File: src/hdl/trem_ram.sv
// Generic single-write, single-read RAM with registered read data.
module trem_ram #(
  parameter int WIDTH = 32,
  parameter int DEPTH = 8
) (
  input  logic                                   clk,
  input  logic                                   we,
  input  logic [((DEPTH > 1) ? $clog2(DEPTH) : 1)-1:0] waddr,
  input  logic [WIDTH-1:0]                       wdata,
  input  logic                                   re,
  input  logic [((DEPTH > 1) ? $clog2(DEPTH) : 1)-1:0] raddr,
  output logic [WIDTH-1:0]                       rdata
);

  logic [WIDTH-1:0] mem [DEPTH];

  always_ff @(posedge clk) begin
    if (we) begin
      mem[waddr] <= wdata;
    end
    if (re) begin
      rdata <= mem[raddr];
    end
  end

endmodule

File: config.mk
export PLATFORM = sky130hd
export DESIGN_NAME = trem_ram
export DESIGN_NICKNAME = d
export VERILOG_FILES = /design/src/hdl/trem_ram.sv
export SDC_FILE = /design/constraint.sdc
export NUM_CORES = 1
export LEC_CHECK = 0
export CAP_MARGIN = 15
export CORE_ASPECT_RATIO = 1.2
export CORE_MARGIN = 2
export CORE_UTILIZATION = 40
export CTS_CLUSTER_SIZE = 14
export DETAILED_ROUTE_END_ITERATION = 12
export DONT_BUFFER_PORTS = 1
export SLEW_MARGIN = 10
export SYNTH_ARGS = -nofsm -noshare
export SYNTH_HDL_FRONTEND = slang
export SYNTH_SLANG_ARGS = --single-unit
File: constraint.sdc
create_clock -name clk -period 2.9 [get_ports clk]
set_input_delay 0 -clock clk [delete_from_list [all_inputs] [get_ports clk]]
set_output_delay 0 -clock clk [all_outputs]
set_load 0.01 [all_outputs]
==> results of run 1 <==
-- where the power goes --
group          internal, uW  switching (uW)  total (uW)  leakage (uW)
Clock                  1800            1430        3240      0.000393
Sequential             4760            56.2        4810       0.00264
Combinational           207             209         416      0.000989
Total                  6770            1700        8470       0.00402
-- per-layer routing --
layer | part of all wire [%] | track usage (%) | vias to the layer above
met3 | 6.0 | 3.30 | 28
met1 | 42 | 17.9 | 2361
met5 | 0.068 | 0 | -
met4 | 1.9 | 3.78 | 2
met2 | 50 | 23.9 | 117
li1 | - | - | 1953
-- cells in the final DEF (no fill, tap or decap) --
cell	instances
nor3_2	2
inv_16	1
mux4_2	24
edfxtp_1	288
nand2_1	2
buf_16	3
dlygate4sd3_1	41
diode_2	5
mux2_2	32
mux4_1	40
clkinv_2	3
nor2_4	6
clkbuf_1	5
clkinvlp_4	1
buf_4	9
clkinv_1	8
inv_8	1
nand2b_1	3
bufinv_16	1
buf_12	1
clkbuf_16	27
-- sequential cells by signal (all words and copies together), names as in the netlist --
| name | count |
|---|---|
| mem | 256 |
| rdata | 32 |
-- logic make-up (layout without fill, tap and decap cells) --
group | count (synthesis) | count (layout) | synth area share [%]
flip-flops | 288 | 288 | 80.2
AND/OR/NAND/NOR | 13 | 13 | 0.545
multiplexers | 96 | 96 | 18.1
other | 0 | 5 | 0
buffers and inverters | 18 | 101 | 1.18
-- worst min-delay path by stage --
stage / from / to / slack, ns / cells after the start
floorplan: wdata[0] / mem[0][0]$_DFFE_PP_ / 0.1 / 0
global placement: wdata[23] / mem[1][23]$_DFFE_PP_ / 0.1 / 0
global route: waddr[0] / mem[4][13]$_DFFE_PP_ / 0.03 / 2
detailed placement: wdata[23] / mem[0][23]$_DFFE_PP_ / 0.1 / 0
CTS: waddr[0] / mem[4][25]$_DFFE_PP_ / 0.01 / 2
finish: waddr[0] / mem[4][25]$_DFFE_PP_ / 0.02 / 2
-- per-stage QoR --
step                std cells  instance area (um2)
floorplan                 415                10800
global placement          741                11200
detailed placement        741                11200
CTS                       833                12500
global route              837                12500
finish                    838                12500
-- worst max-delay path, delay by kind of cell, from the launching register on --
| kind | cells | cell delay (ns) |
|---|---|---|
| buffers and inverters | 2 | 1.11 |
| muxes | 2 | 0.74 |
| DFF | 1 | 0.35 |
-- synth_stat cells, drive strengths merged --
| master | count | area, um2 |
|---|---|---|
| edfxtp | 288 | 8650 |
| clkbuf | 1 | 3.75 |
| nand2b | 3 | 18.8 |
| mux2 | 32 | 360 |
| buf | 17 | 124 |
| mux4 | 64 | 1590 |
| nand2 | 2 | 7.51 |
| nor2 | 6 | 22.5 |
| nor3 | 2 | 10.0 |
-- area by class of cell --
cell class,count,area [um2]
Antenna cell,5,12.5
Clock buffer,32,694
Clock inverter,15,114
Fill cell,2111,13900
Multi-Input combinational cell,109,2070
Sequential cell,288,8650
Tap cell,335,419
Timing Repair Buffer,54,581
==> flow_metrics.tcl, run 1 <==
set metrics [dict create \
    rsz0062_at_grt "false" \
    final.setup_skew_ns 0.0143 \
    p_per_area_nw_per_um2 675 \
    antenna_found_initial 6 \
    synth_fp_nets 456 \
    rrSetupSlack_ns 0.45 \
    yosysWarnings 0 \
    cts.clk_slew.worst_paths_ns 0.07 \
    dieWidth_um 154 \
    clock-sinks 288 \
    dieArea_um2 28300 \
    hpwl_mm 9.99 \
    grt_overflow 0 \
    grt_pass1_wl_mm 29.4 \
    grt_max_degree 63 \
    vias_per_cell 5.32 \
    synthDistinctLibCells 12 \
    vias 4461 \
    routed_wl_mm 19.2 \
    synth_seq_cells 288 \
    fmax_ghz 0.408 \
    fin_tns_setup_ns 0 \
    wl_per_cell_um 23.0 \
    finalCriticalPeriod_ns 2.45 \
    max-cap-violations 0 \
    cp_cell_sequence "mux4_1, dlygate4sd3_1, mux2_2, dlygate4sd3_1" \
    utilization_pct 47.4 \
    slew_violations 0 \
    setup_violations 0 \
    fin_ws_ns 0.450 \
    cts-root-buf "clkbuf_16" \
    initial_core_util_pct 40.8 \
    cpMaxStageDelayCell "dlygate4sd3_1" \
    cts_tree "done" \
    clk_latency_ns 0.54 \
    fin_nets 521 \
    whs_ns 0.0158 \
    path_class "flop to flop" \
    htreeDepth 1 \
    core_area_um2 26400 \
    p_total_uw 8470 \
    drtPass1Iterations 4 \
    area_growth_pct 16.2 \
    drt_first_iter_violations 316 \
    worst_slew_pin_slew_ns 0.761 \
    ir_drop_uv 508 \
    netlist_instances 415 \
    r2r_start "mem[1][28]$_DFFE_PP_" \
    leakage_uw 0.00402 \
    min_period_over_period_pct 84.5 \
    cpMostUsedCell "dlygate4sd3_1" \
    ant_nets 0 \
    outcome "complete, no violations" \
    slowest_delay_ns 0.56 \
    cts-resized-gates 0 \
    crit_path_end "rdata[28]$_DFFE_PP_" \
    fp-row-count 65 \
    io_pins 73 \
    drc 0 \
    timing.rr.end "rdata[28]$_DFFE_PP_" \
    drive_gt1_share_pct 22.3 \
    endpoint_kind "flop" \
    critPathRequiredTime_ns 3.19 \
    ys_seq_area_share_pct 80.2 \
    path_max_fanout 1 \
    cts_made_buffers 27 \
    hold_buffers 45 \
    track_usage_pct 13.9 \
    synth.avg_cell_area_um2 26.0 \
    worstRegToRegCells 4 \
    die_y_um 184 \
    netlist_area_um2 10800 \
    hold_viol 0 \
    gp_congestion 0.687 \
    worstPathArrival_ns 2.74 \
    port_buffers 0 \
    post-cts-setup-buffers 0 \
    start_kind "flop" \
    pre_cts_ws_ns 1.24 \
    grt_pass1_vias 4826 \
    clk_path_buf_depth 3 \
    slew-limit-headroom_pct 49.2 \
    cp-startpoint "mem[1][28]$_DFFE_PP_" \
    hp-class "primary input to flop" \
]
(Power assumes the default switching activity.)
==> run 2: changes to the inputs <==
ABC_AREA = 1   (was default)
clock period = 2.5 ns   (was 2.9 ns; I/O delays follow)
==> run 2 against run 1 <==
Area after synthesis is 13% higher. First-iteration DRC count is 97% higher. Combinational power is 59% higher. Non-clock buffer count is 13 higher. Sequential share of layout area is 7.2 points lower. Via count is 68% higher. Hold slack better by 0.085 ns. Register-to-register slack better by 0.02 ns. Sequential power is 16% higher. Largest cell class unchanged. Power is 21% higher. Clock power is 23% higher. Sequential cell count stayed put.
==> flow_metrics.tcl, run 2 <==
set metrics [dict create \
    cts-root-buf "clkbuf_16" \
    n_fill_cell 2723 \
    grt_overflow 0 \
    synth_area_leaders "edfxtp_1 (71%), nand2_1 (13%), inv_1 (8.0%)" \
    setup_violations 0 \
    cts_made_buffers 29 \
    cts-resized-gates 0 \
    port_buffers 0 \
    placed_area_um2 12600 \
    worst_slew_pin_slew_ns 0.784 \
    top_regs "mem: 256 flops, rdata: 32 flops" \
    synth_top_area_share_pct 70.9 \
    synth.avg_cell_area_um2 10.5 \
    synth_edf_count 288 \
    seqPwrFrac_pct 54.6 \
    htreeDepth 1 \
    synthDistinctLibCells 11 \
    p_clk_share_pct 39.0 \
    switching_share_pct 21.6 \
    routed.top_layer "met5" \
    drive_gt1_share_pct 5.65 \
    vias_per_cell 4.63 \
    wl_met1_mm 11.9 \
    endpoint_kind "flop" \
    netlist_area_um2 12200 \
    met2RoutedLength_mm 12.6 \
    fp-row-count 70 \
    p_total_uw 10200 \
    fin_cells 1621 \
    grt_pass1_wl_mm 41.7 \
    drt_first_iter_violations 624 \
    power_frac_comb_pct 6.4 \
    wl_per_cell_um 16.4 \
    dieArea_um2 31900 \
    io_pins 73 \
    async_flop_share_pct 0 \
    ir_drop_uv 439 \
    hpwl_mm 15.0 \
    fin_nets 1247 \
    synthMostInstantiatedCell "nand2_1" \
    min_period_over_period_pct 81.2 \
    worstPathArrival_ns 2.31 \
    final_common_cell "nand2_1" \
    max-cap-violations 0 \
    area_growth_pct 14.8 \
    pre_cts_ws_ns 0.893 \
    fin_ws_ns 0.470 \
    netlist_instances 1156 \
    grt_pass1_vias 7407 \
    finalCriticalPeriod_ns 2.03 \
    core_area_um2 30200 \
    mostFrequentLayoutCells "nand2_1 (422), edfxtp_1 (288), inv_1 (260)" \
    ys.flop_type "edfxtp_1" \
    synth_fp_nets 1197 \
    worstRegToRegCells 8 \
    internal-power_uw 8030 \
    path_max_fanout 1 \
    fin_tns_setup_ns 0 \
    min_path_cells 5 \
    ys_seq_area_share_pct 70.9 \
    hp-class "primary input to flop" \
    cts_tree "done" \
    leakage_uw 0.00618 \
    post-cts-setup-buffers 0 \
    design_area_um2 14000 \
    grt_max_degree 123 \
    dieWidth_um 163 \
    clk_latency_ns 0.54 \
    die_y_um 195 \
    hold_buffers 46 \
    dp.cells 1525 \
    path_class "flop to flop" \
    yosys-top-cells-count "nand2_1 (422), edfxtp_1 (288), inv_1 (260), nand3_1 (128), buf_2 (20)" \
    final.setup_skew_ns 0.00665 \
    slew-limit-headroom_pct 47.6 \
    vias 7503 \
    yosysWarnings 0 \
    critPathRequiredTime_ns 2.78 \
    drc 0 \
    ant_nets 0 \
    clock-sinks 288 \
    gp_congestion 0.731 \
    hold_viol 0 \
    wl_met3_mm 1.50 \
    outcome "complete, no violations" \
    drtPass1Iterations 5 \
    track_usage_pct 16.9 \
    regMostFlops "mem" \
    p_per_area_nw_per_um2 732 \
    rsz0062_at_grt "false" \
    clk_path_buf_depth 3 \
    synth_top_cell_by_area "edfxtp_1" \
    largest_reg_flops 256 \
    routed_wl_mm 26.6 \
    synth_seq_cells 288 \
    antenna_found_initial 4 \
    switchingPower_uw 2210 \
    start_kind "flop" \
    initial_core_util_pct 40.4 \
    fmax_ghz 0.493 \
    cts.clk_slew.worst_paths_ns 0.06 \
    slew_violations 0 \
]
-- run 2: cell types whose count changed after synthesis, sizes merged, moves of 24 or more --
cell | previous run | this run
mux4 | 64 | 0
inv | 0 | 262
buf | 17 | 41
nand2 | 2 | 422
mux2 | 32 | 0
nand3 | 0 | 128
-- run 2: final cells by class --
cell class	count	area [um2]	area share (%)
tap	396	495	3.54
timing repair buffer	67	693	4.95
inverter	262	985	7.04
clock inverter	12	101	0.724
multi-input combinational	558	2310	16.5
antenna	3	7.51	0.0536
sequential	288	8650	61.8
clock buffer	35	748	5.35
-- run 2: per-layer routing --
layer | up-vias | global-route usage (%)
met5 | - | 0
met4 | 2 | 4.75
met3 | 47 | 3.10
met2 | 175 | 27.7
met1 | 3569 | 23.2
li1 | 3710 | -
-- run 2: logic make-up after synthesis --
logic type | Yosys count | share of synthesized area (%)
buffers and inverters | 310 | 10.6
flip-flops | 288 | 70.9
AND/OR/NAND/NOR | 558 | 18.5
-- run 2: critical path, cell delays in order, from the launching register on --
cell and delay (ns):
edfxtp_1 0.36, inv_1 0.06, nand2_1 0.04, nand3_1 0.08
nand2_1 0.05, nand2_1 0.04, dlygate4sd3_1 0.54, nand2_1 0.05
dlygate4sd3_1 0.56
-- run 2: per-stage QoR --
step / hold WS [ns] / util [%]
after floorplan: 0.0989 / -
after global placement: 0.0993 / 41.7
after detailed placement: 0.0993 / 41.7
after CTS: 0.0937 / 46.3
after global routing: 0.117 / 46.3
final: 0.101 / 46.3
-- run 2: power by group through the flow --
| stage | combinational, uW | sequential, uW | clock, uW |
|---|---|---|---|
| 2_1_floorplan | 389 | 5680 | 0 |
| 3_3_place_gp | 447 | 5690 | 0 |
| 3_5_place_dp | 452 | 5700 | 0 |
| 4_1_cts | 671 | 5590 | 4060 |
| 5_1_grt | 749 | 5610 | 4250 |
| 6_report | 660 | 5590 | 3990 |
-- run 2: path summary, 6_finish.rpt --
check	from	endpoint	slack, ns
min reg2reg	mem[0][28]$_DFFE_PP_	rdata[28]$_DFFE_PP_	0.70
max	mem[5][13]$_DFFE_PP_	rdata[13]$_DFFE_PP_	0.47
max reg2reg	mem[5][13]$_DFFE_PP_	rdata[13]$_DFFE_PP_	0.47
min	raddr[1]	rdata[12]$_DFFE_PP_	0.10
==> run 3: changes to the inputs <==
ABC_AREA = 0   (was 1)
clock period = 1.8 ns   (was 2.5 ns; I/O delays follow)
==> run 3 against run 2 <==
The flow now finishes with violations (negative hold slack). Sequential share of layout area grew 6.8 points. Combinational power down 11%. Hold slack got worse by 0.26 ns. Sequential cell count did not move. First-iteration DRC count is 54% lower. Utilization rose by 1.4 points. Clock power grew 34%. Global-route usage is 2.7 points lower. Setup slack worse by 0.19 ns. Largest cell class unchanged. Largest power group unchanged.
==> flow_metrics.tcl, run 3 (synthesis gave the netlist of run 1 again) <==
set metrics [dict create \
    outcome "complete, but fails checks" \
    violations "negative hold slack" \
    area_growth_pct 16.8 \
    port_buffers 0 \
    gp_congestion 0.680 \
    leakage_uw 0.00405 \
    grt_pass1_vias 4862 \
    io_pins 73 \
    max-cap-violations 0 \
    min_period_over_period_pct 84.7 \
    top_regs "mem: 256 flops, rdata: 32 flops" \
    die_y_um 184 \
    worstRegToRegCells 2 \
    regMostFlops "mem" \
    internal-power_uw 11100 \
    p_clk_share_pct 39.1 \
    final.setup_skew_ns 0.00772 \
    fmax_ghz 0.656 \
    mostFrequentLayoutCells "edfxtp_1 (288), mux4_1 (40), dlygate4sd3_1 (36)" \
    fin_ws_ns 0.275 \
    hold_buffers 38 \
    grt_max_degree 65 \
    crit_path_end "mem[0][13]$_DFFE_PP_" \
    timing.rr.end "rdata[10]$_DFFE_PP_" \
    endpoint_kind "flop" \
    ir_drop_uv 669 \
    cp-startpoint "waddr[0]" \
    grt_pass1_wl_mm 29.9 \
    whs_ns -0.156 \
    dieWidth_um 154 \
    wl_per_cell_um 23.9 \
    rrSetupSlack_ns 0.34 \
    cts_made_buffers 29 \
    routed_wl_mm 20.0 \
    fp-row-count 65 \
    grt_overflow 0 \
    clk_path_buf_depth 3 \
    clk_latency_ns 0.53 \
    vias 4443 \
    design_area_um2 12600 \
    worstPathArrival_ns 1.74 \
    drive_gt1_share_pct 22.8 \
    switching_share_pct 19.2 \
    track_usage_pct 14.2 \
    drc 0 \
    ant_nets 0 \
    pre_cts_ws_ns 0.346 \
    finalCriticalPeriod_ns 1.52 \
    n_fill_cell 2102 \
    drtPass1Iterations 4 \
    fin_tns_setup_ns 0 \
    path_class "primary input to flop" \
    r2r_start "mem[1][10]$_DFFE_PP_" \
    cts_tree "done" \
    fin_nets 522 \
    slew-limit-headroom_pct 69.9 \
    largest_reg_flops 256 \
    drt_first_iter_violations 288 \
    critPathRequiredTime_ns 2.01 \
    start_kind "primary input" \
    hp-class "primary input to flop" \
    clock-sinks 288 \
    cts.clk_slew.worst_paths_ns 0.06 \
    p_per_area_nw_per_um2 1090 \
    htreeDepth 1 \
    path_max_fanout 27 \
    placed_area_um2 11300 \
    rsz0062_at_grt "false" \
    setup_violations 0 \
    seqPwrFrac_pct 56.7 \
    cts-root-buf "clkbuf_16" \
    dieArea_um2 28300 \
    power_frac_comb_pct 4.3 \
    slew_violations 0 \
    hpwl_mm 10.5 \
    final_common_cell "edfxtp_1" \
    vias_per_cell 5.31 \
    switchingPower_uw 2630 \
    antenna_found_initial 1 \
    core_area_um2 26400 \
    worst_slew_pin_slew_ns 0.451 \
    hold_viol 32 \
    initial_core_util_pct 40.8 \
]
run 3: cell count changes in the layout (fill, tap and decap cells not counted), sizes merged, moves of 4 or more:
cell,previous run,this run
buf,25,17
mux2,0,32
clkbuf,35,39
nand3,128,0
inv,261,0
dlygate4sd3,42,36
nand2,422,2
mux4,0,64
run 3: how the worst min path moves through the flow:
| stage | from | endpoint | slack [ns] | cells after the start |
|---|---|---|---|---|
| 2_1_floorplan | wdata[0] | mem[0][0]$_DFFE_PP_ | 0.1 | 0 |
| 3_3_place_gp | wdata[25] | mem[3][25]$_DFFE_PP_ | 0.1 | 0 |
| 3_5_place_dp | wdata[29] | mem[7][29]$_DFFE_PP_ | 0.1 | 0 |
| 4_1_cts | raddr[2] | rdata[7]$_DFFE_PP_ | -0.18 | 2 |
| 5_1_grt | raddr[2] | rdata[8]$_DFFE_PP_ | -0.15 | 2 |
| 6_report | raddr[2] | rdata[8]$_DFFE_PP_ | -0.16 | 2 |
run 3: power groups by stage:
| stage | logic [uW] | registers [uW] | clock network, uW |
|---|---|---|---|
| finish | 585 | 7770 | 5350 |
| global route | 631 | 7790 | 5740 |
| global placement | 409 | 7900 | 0 |
| floorplan | 384 | 7880 | 0 |
| detailed placement | 414 | 7920 | 0 |
| CTS | 602 | 7780 | 5470 |
run 3: repair_timing:
action,CTS,global route
endpoints found under the setup margin,0,0
endpoints found under the hold margin,390,32
gates resized for setup,0,0
buffers inserted,0,0
run 3: worst max-delay path: stages:
cell and delay [ns]:
dlygate4sd3_1 0.64, nor3_4 0.19, dlygate4sd3_1 0.65, buf_12 0.24
run 3: through the flow:
stage | hold slack, ns | total power (uW) | util, % | cells
floorplan | 0.0989 | 8260 | - | 415
global placement | 0.0993 | 8310 | 42.9 | 747
detailed placement | 0.0991 | 8330 | 42.9 | 747
CTS | -0.182 | 13900 | 47.7 | 835
global route | -0.153 | 14200 | 47.7 | 836
finish | -0.156 | 13700 | 47.7 | 836
run 3: per-layer routing:
layer / up-vias / routed length (um) / global-route usage, %
met4: 0 / 298 / 3.55
met2: 97 / 10600 / 25.8
met5: - / 0 / 0
li1: 1947 / - / -
met3: 26 / 941 / 2.97
met1: 2373 / 8130 / 17.5
run 3: layout make-up:
cell class / count / area [um2] / area share [%]
diodes: 1 / 2.50 / 0.0199
repair buffers: 53 / 616 / 4.89
clock inverters: 11 / 71.3 / 0.566
clock buffers: 39 / 763 / 6.06
well taps: 335 / 419 / 3.33
flip-flops and latches: 288 / 8650 / 68.6
multi-input cells: 109 / 2080 / 16.5
